===== config.mk =====
export PLATFORM = sky130hd
export DESIGN_NAME = antialiased_line_rasterizer
export DESIGN_NICKNAME = d
export VERILOG_FILES = /design/src/hw/rtl/alr_pkg.sv /design/src/hw/rtl/alr_ctrl.sv /design/src/hw/rtl/alr_dp.sv /design/src/hw/rtl/antialiased_line_rasterizer.sv
export SDC_FILE = /design/constraint.sdc
export NUM_CORES = 2
export LEC_CHECK = 0
export BUFFER_PORTS_ARGS = -buffer_cell sky130_fd_sc_hd__buf_2
export CORE_ASPECT_RATIO = 1.4
export CORE_UTILIZATION = 35
export CTS_CLUSTER_DIAMETER = 80
export DETAILED_ROUTE_END_ITERATION = 8
export GPL_TIMING_DRIVEN = 1
export PLACE_DENSITY = 0.48
export SLEW_MARGIN = 20
export SYNTH_ARGS = -nofsm -noshare
export SYNTH_HDL_FRONTEND = slang
export SYNTH_SLANG_ARGS = --single-unit

===== constraint.sdc =====
create_clock -name clk_i -period 12.9 [get_ports clk_i]
set_clock_uncertainty 0.2 [all_clocks]
set_input_delay 1.29 -clock clk_i [delete_from_list [all_inputs] [get_ports clk_i]]
set_output_delay 1.29 -clock clk_i [all_outputs]
set_load 0.005 [all_outputs]

===== src/hw/rtl/alr_pkg.sv =====
package alr_pkg;

  // fixed-point and coordinate geometry
  localparam int FRAC_BITS  = 16;
  localparam int COORD_BITS = 10;
  localparam int CRD_W      = 26;
  localparam int LVL_W      = 8;
  localparam int ACC_W      = 32;
  localparam int A_W        = CRD_W + 2;
  localparam int IA_W       = A_W - FRAC_BITS;
  localparam int G_W        = FRAC_BITS + 1;

  // long division of |db| << FRAC_BITS by the major length
  localparam int DIV_N_W    = CRD_W + 1 + FRAC_BITS;
  localparam int DIV_CNT_W  = $clog2(DIV_N_W);

  // shared multiplier
  localparam int MUL_A_W    = ACC_W + 1;
  localparam int MUL_B_W    = G_W + 1;
  localparam int PROD_W     = MUL_A_W + MUL_B_W;

  localparam logic [A_W-1:0] FX_ONE   = A_W'(64'd1 << FRAC_BITS);
  localparam logic [A_W-1:0] FX_HALF  = A_W'(64'd1 << (FRAC_BITS - 1));
  localparam logic [A_W-1:0] FX_TENTH = A_W'((64'd1 << FRAC_BITS) / 10);

  localparam logic OP_START = 1'b0;
  localparam logic OP_STEP  = 1'b1;

  typedef struct packed {
    logic             op;
    logic [CRD_W-1:0] x_start;
    logic [CRD_W-1:0] y_start;
    logic [CRD_W-1:0] x_finish;
    logic [CRD_W-1:0] y_finish;
    logic [LVL_W-1:0] brightness;
    logic             erase;
  } alr_in_t;

  typedef struct packed {
    logic [COORD_BITS-1:0] pixel_x;
    logic [COORD_BITS-1:0] pixel_y;
    logic [LVL_W-1:0]      near_level;
    logic [LVL_W-1:0]      far_level;
    logic                  steep;
    logic                  last;
  } alr_out_t;

  typedef enum logic [3:0] {
    ST_IDLE, ST_SORT, ST_ORDER, ST_PREP, ST_DIV, ST_FIX, ST_ADJ,
    ST_MD, ST_MM, ST_P1, ST_P2, ST_P3, ST_P4, ST_P5, ST_EMIT
  } state_e;

  typedef enum logic [2:0] {
    MUL_GRAD, MUL_NFRAC, MUL_FRAC, MUL_S1, MUL_S2
  } mul_sel_e;

  typedef struct packed {
    logic     accept;
    logic     sort;
    logic     order;
    logic     prep;
    logic     div_step;
    logic     fix;
    logic     adj;
    mul_sel_e mul_sel;
    logic     cap_m;
    logic     cap_s1;
    logic     cap_s2;
    logic     cap_ln;
    logic     cap_lf;
    logic     emit;
  } alr_cmd_t;

  typedef struct packed {
    logic out_free;
    logic tenth;
    logic end_last;
  } alr_sts_t;

endpackage


===== src/hw/rtl/alr_ctrl.sv =====
module alr_ctrl
  import alr_pkg::*;
(
  input  logic     clk_i,
  input  logic     rst_ni,
  input  logic     in_valid_i,
  input  logic     in_op_i,
  output logic     in_stall_o,
  input  alr_sts_t sts_i,
  output alr_cmd_t cmd_o
);

  state_e               state_q, state_d;
  logic [DIV_CNT_W-1:0] cnt_q, cnt_d;

  // hold state and division count
  always_ff @(posedge clk_i or negedge rst_ni) begin
    if (!rst_ni) begin
      state_q <= ST_IDLE;
      cnt_q   <= '0;
    end else begin
      state_q <= state_d;
      cnt_q   <= cnt_d;
    end
  end

  // next state
  always_comb begin
    state_d = state_q;
    cnt_d   = cnt_q;
    unique case (state_q)
      ST_IDLE: begin
        if (in_valid_i && sts_i.out_free && (in_op_i == OP_START)) state_d = ST_SORT;
      end
      ST_SORT:  state_d = ST_ORDER;
      ST_ORDER: state_d = ST_PREP;
      ST_PREP: begin
        cnt_d   = '0;
        state_d = sts_i.tenth ? ST_FIX : ST_DIV;
      end
      ST_DIV: begin
        cnt_d = cnt_q + 1'b1;
        if (cnt_q == DIV_CNT_W'(DIV_N_W - 1)) state_d = ST_FIX;
      end
      ST_FIX: state_d = ST_ADJ;
      ST_ADJ: state_d = ST_MD;
      ST_MD:  state_d = ST_MM;
      ST_MM:  state_d = ST_P1;
      ST_P1:  state_d = ST_P2;
      ST_P2:  state_d = ST_P3;
      ST_P3:  state_d = ST_P4;
      ST_P4:  state_d = ST_P5;
      ST_P5:  state_d = ST_EMIT;
      ST_EMIT: begin
        if (sts_i.out_free) state_d = sts_i.end_last ? ST_IDLE : ST_MD;
      end
      default: state_d = ST_IDLE;
    endcase
  end

  // commands
  always_comb begin
    cmd_o         = '0;
    cmd_o.mul_sel = MUL_GRAD;
    in_stall_o    = 1'b1;
    unique case (state_q)
      ST_IDLE: begin
        in_stall_o   = !sts_i.out_free;
        cmd_o.accept = in_valid_i && sts_i.out_free;
      end
      ST_SORT:  cmd_o.sort     = 1'b1;
      ST_ORDER: cmd_o.order    = 1'b1;
      ST_PREP:  cmd_o.prep     = 1'b1;
      ST_DIV:   cmd_o.div_step = 1'b1;
      ST_FIX:   cmd_o.fix      = 1'b1;
      ST_ADJ:   cmd_o.adj      = 1'b1;
      ST_MD:    cmd_o.mul_sel  = MUL_GRAD;
      ST_MM:    cmd_o.cap_m    = 1'b1;
      ST_P1:    cmd_o.mul_sel  = MUL_NFRAC;
      ST_P2: begin
        cmd_o.cap_s1  = 1'b1;
        cmd_o.mul_sel = MUL_FRAC;
      end
      ST_P3: begin
        cmd_o.cap_s2  = 1'b1;
        cmd_o.mul_sel = MUL_S1;
      end
      ST_P4: begin
        cmd_o.cap_ln  = 1'b1;
        cmd_o.mul_sel = MUL_S2;
      end
      ST_P5:   cmd_o.cap_lf = 1'b1;
      ST_EMIT: cmd_o.emit   = sts_i.out_free;
      default: cmd_o = '0;
    endcase
  end

endmodule


===== src/hw/rtl/alr_dp.sv =====
module alr_dp
  import alr_pkg::*;
(
  input  logic     clk_i,
  input  logic     rst_ni,
  input  alr_in_t  in_data_i,
  input  alr_cmd_t cmd_i,
  output alr_sts_t sts_o,
  input  logic     out_stall_i,
  output logic     out_valid_o,
  output alr_out_t out_data_o
);

  logic [CRD_W-1:0]         xs_q, ys_q, xf_q, yf_q;
  logic [LVL_W-1:0]         br_q;
  logic                     er_q, stp_q;
  logic [CRD_W-1:0]         a1_q, a2_q, b1_q, b2_q, ad_q, ad_c, rem_q;
  logic                     neg_q;
  logic [DIV_N_W-1:0]       num_q;
  logic [ACC_W-1:0]         grad_q, m_q, acc_q;
  logic [A_W-1:0]           a1n_q, a2n_q, a1n_d, a2n_d;
  logic [ACC_W-1:0]         b1n_q, b2n_q, b1n_d, b2n_d;
  logic                     end_q, active_q;
  logic [G_W-1:0]           s1_q, s2_q;
  logic [LVL_W-1:0]         ln_q, lf_q;
  logic [COORD_BITS-1:0]    pos_q, stop_q;
  logic signed [PROD_W-1:0] prod_q;
  logic                     out_valid_q;
  alr_out_t                 out_q, out_d;
  logic                     out_load, out_free;

  // pack a pixel pair, placing major and minor by the axis
  function automatic alr_out_t pack_pair(input logic stp, input logic [COORD_BITS-1:0] major,
                                         input logic [COORD_BITS-1:0] minor,
                                         input logic [LVL_W-1:0] nl,
                                         input logic [LVL_W-1:0] fl, input logic lst);
    alr_out_t o;
    o.pixel_x    = stp ? minor : major;
    o.pixel_y    = stp ? major : minor;
    o.near_level = nl;
    o.far_level  = fl;
    o.steep      = stp;
    o.last       = lst;
    return o;
  endfunction

  // axis choice
  logic [CRD_W:0] dx, dy, adx, ady;
  always_comb begin
    dx  = {1'b0, xf_q} - {1'b0, xs_q};
    dy  = {1'b0, yf_q} - {1'b0, ys_q};
    adx = dx[CRD_W] ? (~dx + 1'b1) : dx;
    ady = dy[CRD_W] ? (~dy + 1'b1) : dy;
  end

  // endpoint order along the major axis
  logic [CRD_W-1:0] pa1, pb1, pa2, pb2;
  logic             swap;
  always_comb begin
    pa1  = stp_q ? ys_q : xs_q;
    pb1  = stp_q ? xs_q : ys_q;
    pa2  = stp_q ? yf_q : xf_q;
    pb2  = stp_q ? xf_q : yf_q;
    swap = pa2 < pa1;
  end

  // length and minor difference
  logic [CRD_W:0] db, dmag;
  always_comb begin
    ad_c = a2_q - a1_q;
    db   = {1'b0, b2_q} - {1'b0, b1_q};
    dmag = db[CRD_W] ? (~db + 1'b1) : db;
  end

  // one restoring division step
  logic [CRD_W:0] r_sh, r_sub;
  logic           r_ge;
  always_comb begin
    r_sh  = {rem_q, num_q[DIV_N_W-1]};
    r_sub = r_sh - {1'b0, ad_q};
    r_ge  = r_sh >= {1'b0, ad_q};
  end

  // widen near-zero and short lines
  logic           tenth_c, short_c;
  logic [CRD_W:0] sum_a, sum_b;
  logic [A_W-1:0] am, a1e;
  logic [ACC_W-1:0] bm, gh;
  always_comb begin
    tenth_c = {2'b00, ad_q} < FX_TENTH;
    short_c = {2'b00, ad_q} < FX_ONE;
    sum_a   = {1'b0, a1_q} + {1'b0, a2_q};
    sum_b   = {1'b0, b1_q} + {1'b0, b2_q};
    am      = {2'b00, sum_a[CRD_W:1]};
    bm      = {{(ACC_W-CRD_W){1'b0}}, sum_b[CRD_W:1]};
    gh      = {grad_q[ACC_W-1], grad_q[ACC_W-1:1]};
    a1e     = {2'b00, a1_q};
    if (tenth_c) begin
      a1n_d = a1e - FX_HALF;
      a2n_d = a1e + FX_HALF;
      b1n_d = {{(ACC_W-CRD_W){1'b0}}, b1_q};
      b2n_d = {{(ACC_W-CRD_W){1'b0}}, b2_q};
    end else if (short_c) begin
      a1n_d = am - FX_HALF;
      a2n_d = am + FX_HALF;
      b1n_d = bm - gh;
      b2n_d = bm + gh;
    end else begin
      a1n_d = a1e;
      a2n_d = {2'b00, a2_q};
      b1n_d = {{(ACC_W-CRD_W){1'b0}}, b1_q};
      b2n_d = {{(ACC_W-CRD_W){1'b0}}, b2_q};
    end
  end

  // endpoint terms: pixel, offset to pixel centre, coverage weight
  logic [A_W-1:0]    ah1, ah2, ahe, ae, ee, dlt;
  logic [G_W-1:0]    gw, nfrac;
  logic [IA_W-1:0]   ia1, ia2, iae;
  logic [IA_W:0]     ia1p, ia2x;
  logic              spans;
  logic [ACC_W-1:0]  be;
  always_comb begin
    ah1   = a1n_q + FX_HALF;
    ah2   = a2n_q + FX_HALF;
    ahe   = end_q ? ah2 : ah1;
    ae    = end_q ? a2n_q : a1n_q;
    be    = end_q ? b2n_q : b1n_q;
    ee    = {ahe[A_W-1:FRAC_BITS], {FRAC_BITS{1'b0}}};
    dlt   = ee - ae;
    gw    = end_q ? {1'b0, ahe[FRAC_BITS-1:0]}
                  : (G_W'(FX_ONE) - {1'b0, ahe[FRAC_BITS-1:0]});
    nfrac = G_W'(FX_ONE) - {1'b0, m_q[FRAC_BITS-1:0]};
    ia1   = ah1[A_W-1:FRAC_BITS];
    ia2   = ah2[A_W-1:FRAC_BITS];
    iae   = end_q ? ia2 : ia1;
    ia1p  = {ia1[IA_W-1], ia1} + 1'b1;
    ia2x  = {ia2[IA_W-1], ia2};
    spans = ($signed(ia2x) > $signed(ia1p))
            && (ia2[COORD_BITS-1:0] != ia1p[COORD_BITS-1:0]);
  end

  // shared multiplier operands
  logic signed [MUL_A_W-1:0] ma;
  logic signed [MUL_B_W-1:0] mb;
  always_comb begin
    ma = '0;
    mb = '0;
    case (cmd_i.mul_sel)
      MUL_GRAD: begin
        ma = {grad_q[ACC_W-1], grad_q};
        mb = {dlt[G_W-1], dlt[G_W-1:0]};
      end
      MUL_NFRAC: begin
        ma = {{(MUL_A_W-G_W){1'b0}}, nfrac};
        mb = {1'b0, gw};
      end
      MUL_FRAC: begin
        ma = {{(MUL_A_W-FRAC_BITS){1'b0}}, m_q[FRAC_BITS-1:0]};
        mb = {1'b0, gw};
      end
      MUL_S1: begin
        ma = {{(MUL_A_W-G_W){1'b0}}, s1_q};
        mb = {{(MUL_B_W-LVL_W){1'b0}}, br_q};
      end
      MUL_S2: begin
        ma = {{(MUL_A_W-G_W){1'b0}}, s2_q};
        mb = {{(MUL_B_W-LVL_W){1'b0}}, br_q};
      end
      default: begin
        ma = '0;
        mb = '0;
      end
    endcase
  end

  // span step levels
  logic [FRAC_BITS+LVL_W-1:0] sp;
  logic [LVL_W-1:0]           sfar, snear;
  logic [COORD_BITS-1:0]      snext;
  logic                       do_step;
  always_comb begin
    sp      = acc_q[FRAC_BITS-1:0] * br_q;
    sfar    = sp[FRAC_BITS+LVL_W-1:FRAC_BITS];
    snear   = br_q - sfar;
    snext   = pos_q + 1'b1;
    do_step = cmd_i.accept && (in_data_i.op == OP_STEP) && active_q;
  end

  // result register load
  always_comb begin
    out_free = !out_valid_q || !out_stall_i;
    out_load = cmd_i.emit || do_step;
    out_d    = out_q;
    if (cmd_i.emit) begin
      out_d = pack_pair(stp_q, iae[COORD_BITS-1:0],
                        m_q[FRAC_BITS+COORD_BITS-1:FRAC_BITS],
                        er_q ? '0 : ln_q, er_q ? '0 : lf_q, end_q && !spans);
    end else if (do_step) begin
      out_d = pack_pair(stp_q, pos_q, acc_q[FRAC_BITS+COORD_BITS-1:FRAC_BITS],
                        er_q ? '0 : snear, er_q ? '0 : sfar, snext == stop_q);
    end
  end

  // control registers
  always_ff @(posedge clk_i or negedge rst_ni) begin
    if (!rst_ni) begin
      out_valid_q <= 1'b0;
      active_q    <= 1'b0;
      end_q       <= 1'b0;
    end else begin
      if (out_load) out_valid_q <= 1'b1;
      else if (!out_stall_i) out_valid_q <= 1'b0;
      if (cmd_i.adj) end_q <= 1'b0;
      else if (cmd_i.emit) end_q <= 1'b1;
      if (cmd_i.emit && end_q) active_q <= spans;
      else if (do_step && (snext == stop_q)) active_q <= 1'b0;
    end
  end

  // datapath registers
  always_ff @(posedge clk_i) begin
    prod_q <= PROD_W'(ma * mb);
    if (out_load) out_q <= out_d;
    if (cmd_i.accept && (in_data_i.op == OP_START)) begin
      xs_q <= in_data_i.x_start;
      ys_q <= in_data_i.y_start;
      xf_q <= in_data_i.x_finish;
      yf_q <= in_data_i.y_finish;
      br_q <= in_data_i.brightness;
      er_q <= in_data_i.erase;
    end
    if (cmd_i.sort) stp_q <= !(adx > ady);
    if (cmd_i.order) begin
      a1_q <= swap ? pa2 : pa1;
      a2_q <= swap ? pa1 : pa2;
      b1_q <= swap ? pb2 : pb1;
      b2_q <= swap ? pb1 : pb2;
    end
    if (cmd_i.prep) begin
      ad_q  <= ad_c;
      neg_q <= db[CRD_W];
      num_q <= {dmag, {FRAC_BITS{1'b0}}};
      rem_q <= '0;
    end
    if (cmd_i.div_step) begin
      rem_q <= r_ge ? r_sub[CRD_W-1:0] : r_sh[CRD_W-1:0];
      num_q <= {num_q[DIV_N_W-2:0], r_ge};
    end
    if (cmd_i.fix) begin
      if (tenth_c) grad_q <= '0;
      else grad_q <= neg_q ? (~num_q[ACC_W-1:0] + 1'b1) : num_q[ACC_W-1:0];
    end
    if (cmd_i.adj) begin
      a1n_q <= a1n_d;
      a2n_q <= a2n_d;
      b1n_q <= b1n_d;
      b2n_q <= b2n_d;
    end
    if (cmd_i.cap_m)  m_q  <= be + prod_q[ACC_W+FRAC_BITS-1:FRAC_BITS];
    if (cmd_i.cap_s1) s1_q <= prod_q[G_W+FRAC_BITS-1:FRAC_BITS];
    if (cmd_i.cap_s2) s2_q <= prod_q[G_W+FRAC_BITS-1:FRAC_BITS];
    if (cmd_i.cap_ln) ln_q <= prod_q[LVL_W+FRAC_BITS-1:FRAC_BITS];
    if (cmd_i.cap_lf) lf_q <= prod_q[LVL_W+FRAC_BITS-1:FRAC_BITS];
    // advance span state
    if (cmd_i.emit && !end_q) begin
      acc_q <= m_q + grad_q;
      pos_q <= ia1p[COORD_BITS-1:0];
    end else if (do_step) begin
      acc_q <= acc_q + grad_q;
      pos_q <= snext;
    end
    if (cmd_i.emit && end_q) stop_q <= ia2[COORD_BITS-1:0];
  end

  assign sts_o.out_free = out_free;
  assign sts_o.tenth    = {2'b00, ad_c} < FX_TENTH;
  assign sts_o.end_last = end_q;
  assign out_valid_o    = out_valid_q;
  assign out_data_o     = out_q;

endmodule


===== src/hw/rtl/antialiased_line_rasterizer.sv =====
// Antialiased line rasterizer, Wu's method in 10.16 fixed point.
// Input channel: in_valid_i / in_stall_o with an alr_in_t beat. A beat with
// op = start sets up a line and returns two beats: the weighted start and end
// pixel pairs. A beat with op = step returns the next span pixel pair, or
// nothing when no line is active. The beat marked last closes the line.
// Output channel: out_valid_o / out_stall_i with an alr_out_t beat, held in
// one output register.
// Setup: a start beat runs sort, order and prep, then the bit-serial gradient
// division (skipped when the line is near zero length), fix and adjust; each
// of the two results then takes the multiply states MD, MM and P1 to P5.
// All endpoint products go through one shared multiplier.
// Step beats run at one per cycle, each result loaded straight into the
// output register, taken while that register is empty or being drained.
// Stall: a stalled output beat holds; input is then stalled too.
// Reset: no line active, output empty, block ready for a start beat.
module antialiased_line_rasterizer
  import alr_pkg::*;
(
  input  logic     clk_i,
  input  logic     rst_ni,
  input  logic     in_valid_i,
  output logic     in_stall_o,
  input  alr_in_t  in_data_i,
  output logic     out_valid_o,
  input  logic     out_stall_i,
  output alr_out_t out_data_o
);

  alr_cmd_t cmd;
  alr_sts_t sts;

  alr_ctrl u_ctrl (
    .clk_i      (clk_i),
    .rst_ni     (rst_ni),
    .in_valid_i (in_valid_i),
    .in_op_i    (in_data_i.op),
    .in_stall_o (in_stall_o),
    .sts_i      (sts),
    .cmd_o      (cmd)
  );

  alr_dp u_dp (
    .clk_i       (clk_i),
    .rst_ni      (rst_ni),
    .in_data_i   (in_data_i),
    .cmd_i       (cmd),
    .sts_o       (sts),
    .out_stall_i (out_stall_i),
    .out_valid_o (out_valid_o),
    .out_data_o  (out_data_o)
  );

`ifndef ASSERT_OFF
  // input is taken only when the output register has room
  ast_in_room: assert property (@(posedge clk_i) disable iff (!rst_ni)
    !in_stall_o |-> (!out_valid_o || !out_stall_i))
    else $error("input taken while output register full");

  // a start beat occupies the block
  ast_start_busy: assert property (@(posedge clk_i) disable iff (!rst_ni)
    (in_valid_i && !in_stall_o && (in_data_i.op == OP_START)) |=> in_stall_o)
    else $error("input taken during line setup");
`endif

endmodule


==> metrics <==
status=finished, final reports clean; RSZ-0062 raised after global routing=no; Pins Over Slew Limit=0; synth cell count leaders=inv_1 (968), nand2_1 (746), nor2_1 (660); Max stage delay cell, worst path=dfrtp_4; Ys Warns=0; mean post-synth cell area=9.459 µm²; FILL cells=19070; Synth cell types=103; ys async rst share=0.01997; wire length of the first global-routing pass=339.0 mm; Synth top area share=0.2744; reg2reg end=u_dp.prod_q[38]$_DFF_P_; post-synthesis cell count=7080; grt total ovfl=0; Max Freq=92.58 MHz; top cells by area, synth=edfxtp_1 (27%), fa_1 (17%), ha_1 (9.7%); CP most frequent cell=fa_1; CP Launch Type=register; Skew-Pair Late Insertion Delay=730 ps; IO Port Bufs=157; core area=0.1897 mm²; critical path's largest stage delay=820 ps; WL/cell=23.63 µm; post-synthesis net count=8287; crit path from=u_dp.end_q$_DFFE_PN0P_; Tot GR Track Use=0.2380; Root Buffer=clkbuf_16; cell taking the most area after synthesis=edfxtp_1; CTS tree=done; clk slew on worst S/H paths=60 ps; layout cells sized above 1=0.08328; HP Class=register to register; ys flop type=edfxtp_1; nets=8333; hold buffers post-CTS=0; Worst R2R Start=u_dp.end_q$_DFFE_PN0P_; Die W=371.7 µm; Initial Utilization=0.3531; worst slew pin tran=1203 ps; period utilisation layout=0.8373; #FFs+latches synth=651; Worst Reg-to-Reg Cells=31; clk buf depth=3; CTS resizes=0; row count=189; CTS sink cnt=651; CTS Buf Count=81; sequential-to-total area share from yosys stat=0.2871; Ports=158; routability cong.=0.9181; Die Y=519.6 µm; CP max FO=47; Avg Vias per Cell=5.291; Critical Path RT=13310 ps; DRC Markers=0; critical path class=register to register; number of synthesized flops with an enable pin=612; H-tree Lvls=3; largest net degree at the start of global routing=74; MaxCap Viol Count=0; antenna-violating nets left=0; Crit. End Element=register; area grow syn2layout=9.680%; R2R setup slack=2100 ps; top-count cell post-synth=inv_1; DRT iter0 DRCs=2661; final WL=229.1 mm; post-CTS setup buffers=0; number of global-route vias before repair=53621; die area=0.1931 mm²; Detailed Place HPWL=186.4 mm; # setup viols final=0; Critical path destination=u_dp.prod_q[38]$_DFF_P_; via count=51304; Initial DRT Pass Iterations=6; Arrival @ worst endpoint=11220 ps; post-layout min period=10800 ps; Final TNS setup=0 ps; antenna violations before repair=14; Fin. Hold Viols=0; Mapped Area=0.06697 mm²; Slew headroom=0.1981
## per-layer routing
metal | part of all wire | vias up | track usage
met5 | 0 | - | 0
met4 | 0.076 | 0 | 0.1622
met3 | 0.033 | 481 | 0.02250
met2 | 0.53 | 1210 | 0.4375
met1 | 0.36 | 25576 | 0.2547
li1 | - | 24037 | -
## area by class of cell
| cell class | count | area, µm² | share of cell area |
|---|---|---|---|
| multi-input cells | 5159 | 43180 | 0.5878 |
| inverters | 972 | 3649 | 0.04967 |
| clock buffers | 92 | 2090 | 0.02845 |
| repair buffers | 261 | 1575 | 0.02145 |
| flip-flops and latches | 651 | 19230 | 0.2618 |
| well taps | 2483 | 3107 | 0.04230 |
| clock inverters | 58 | 576.8 | 0.007853 |
| diodes | 20 | 50.05 | 0.0006814 |
## worst min path at each step
| stage | to | cells after the start | start |
|---|---|---|---|
| after floorplan | u_dp.out_data_o[1]$_DFFE_PP_ | 0 | u_dp.stp_q$_DFFE_PP_ |
| after global placement | u_dp.s2_q[10]$_DFFE_PN_ | 0 | u_dp.prod_q[26]$_DFF_P_ |
| after detailed placement | u_dp.s2_q[10]$_DFFE_PN_ | 0 | u_dp.prod_q[26]$_DFF_P_ |
| after CTS | u_ctrl.cnt_q[5]$_DFFE_PN0P_ | 1 | rst_ni |
| after global routing | u_ctrl.cnt_q[5]$_DFFE_PN0P_ | 1 | rst_ni |
| final | u_dp.s1_q[10]$_DFFE_PP_ | 0 | u_dp.prod_q[26]$_DFF_P_ |
## metrics by stage
step	worst slack (ps)	hold WS [ps]	utilization	cell area, µm²	cells
floorplan	2309	220.6	-	66970	7080
global placement	2088	288.7	0.3727	70680	9523
detailed placement	2052	268.8	0.3727	70690	9523
CTS	2014	275.7	0.3868	73350	9673
global route	1468	304.6	0.3873	73450	9696
finish	2098	287.5	0.3873	73450	9696
## sequential cells by signal (all words and copies together), names as in the netlist, 27 cells and up
| signal | flops |
|---|---|
| u_dp.a2n_q | 27 |
| u_dp.a1n_q | 27 |
| u_dp.num_q | 43 |
| u_dp.grad_q | 32 |
| u_dp.out_data_o | 38 |
## logic make-up after synthesis
| logic type | synth area share |
|---|---|
| and+or+nand+nor | 0.1418 |
| AOI/OAI and AO/OA | 0.1216 |
| adders and majority gates | 0.2676 |
| muxes | 0.04546 |
| DFF | 0.2871 |
| xor gates and xnor gates | 0.06416 |
| buffers and inverters | 0.07236 |
## cells in the final DEF (no fill, tap or decap), drive strengths merged, types with 15 or more instances in the layout
master / instances
inv: 978
nand2: 746
nor2: 660
edfxtp: 612
fa: 572
ha: 517
a21oi: 369
xnor2: 298
o21ai: 286
buf: 261
xor2: 190
a21o: 118
nor3: 115
mux2i: 114
and2: 108
nand3: 100
clkbuf: 92
nand2b: 73
o21a: 63
mux2: 57
mux4: 56
nor2b: 51
nand4: 46
a211oi: 44
or3: 42
o31ai: 41
clkinv: 39
and3: 38
a31oi: 37
o21bai: 36
a22oi: 29
dfxtp: 26
a221o: 24
nor4: 24
or2: 23
a221oi: 22
diode: 20
o211ai: 18
o31a: 17
nor3b: 15
## worst max-delay path, delay by kind of cell (launching register included)
family	cells	cell delay [ps]
xor+xnor	2	230
compound gates	12	2570
simple gates	6	2910
fa+ha+maj	8	3530
flops	1	820
mux	1	310
buf+inv	2	90
Power is not shown: default switching activity piles up to over one toggle a cycle in this logic, so the estimate is an artifact.
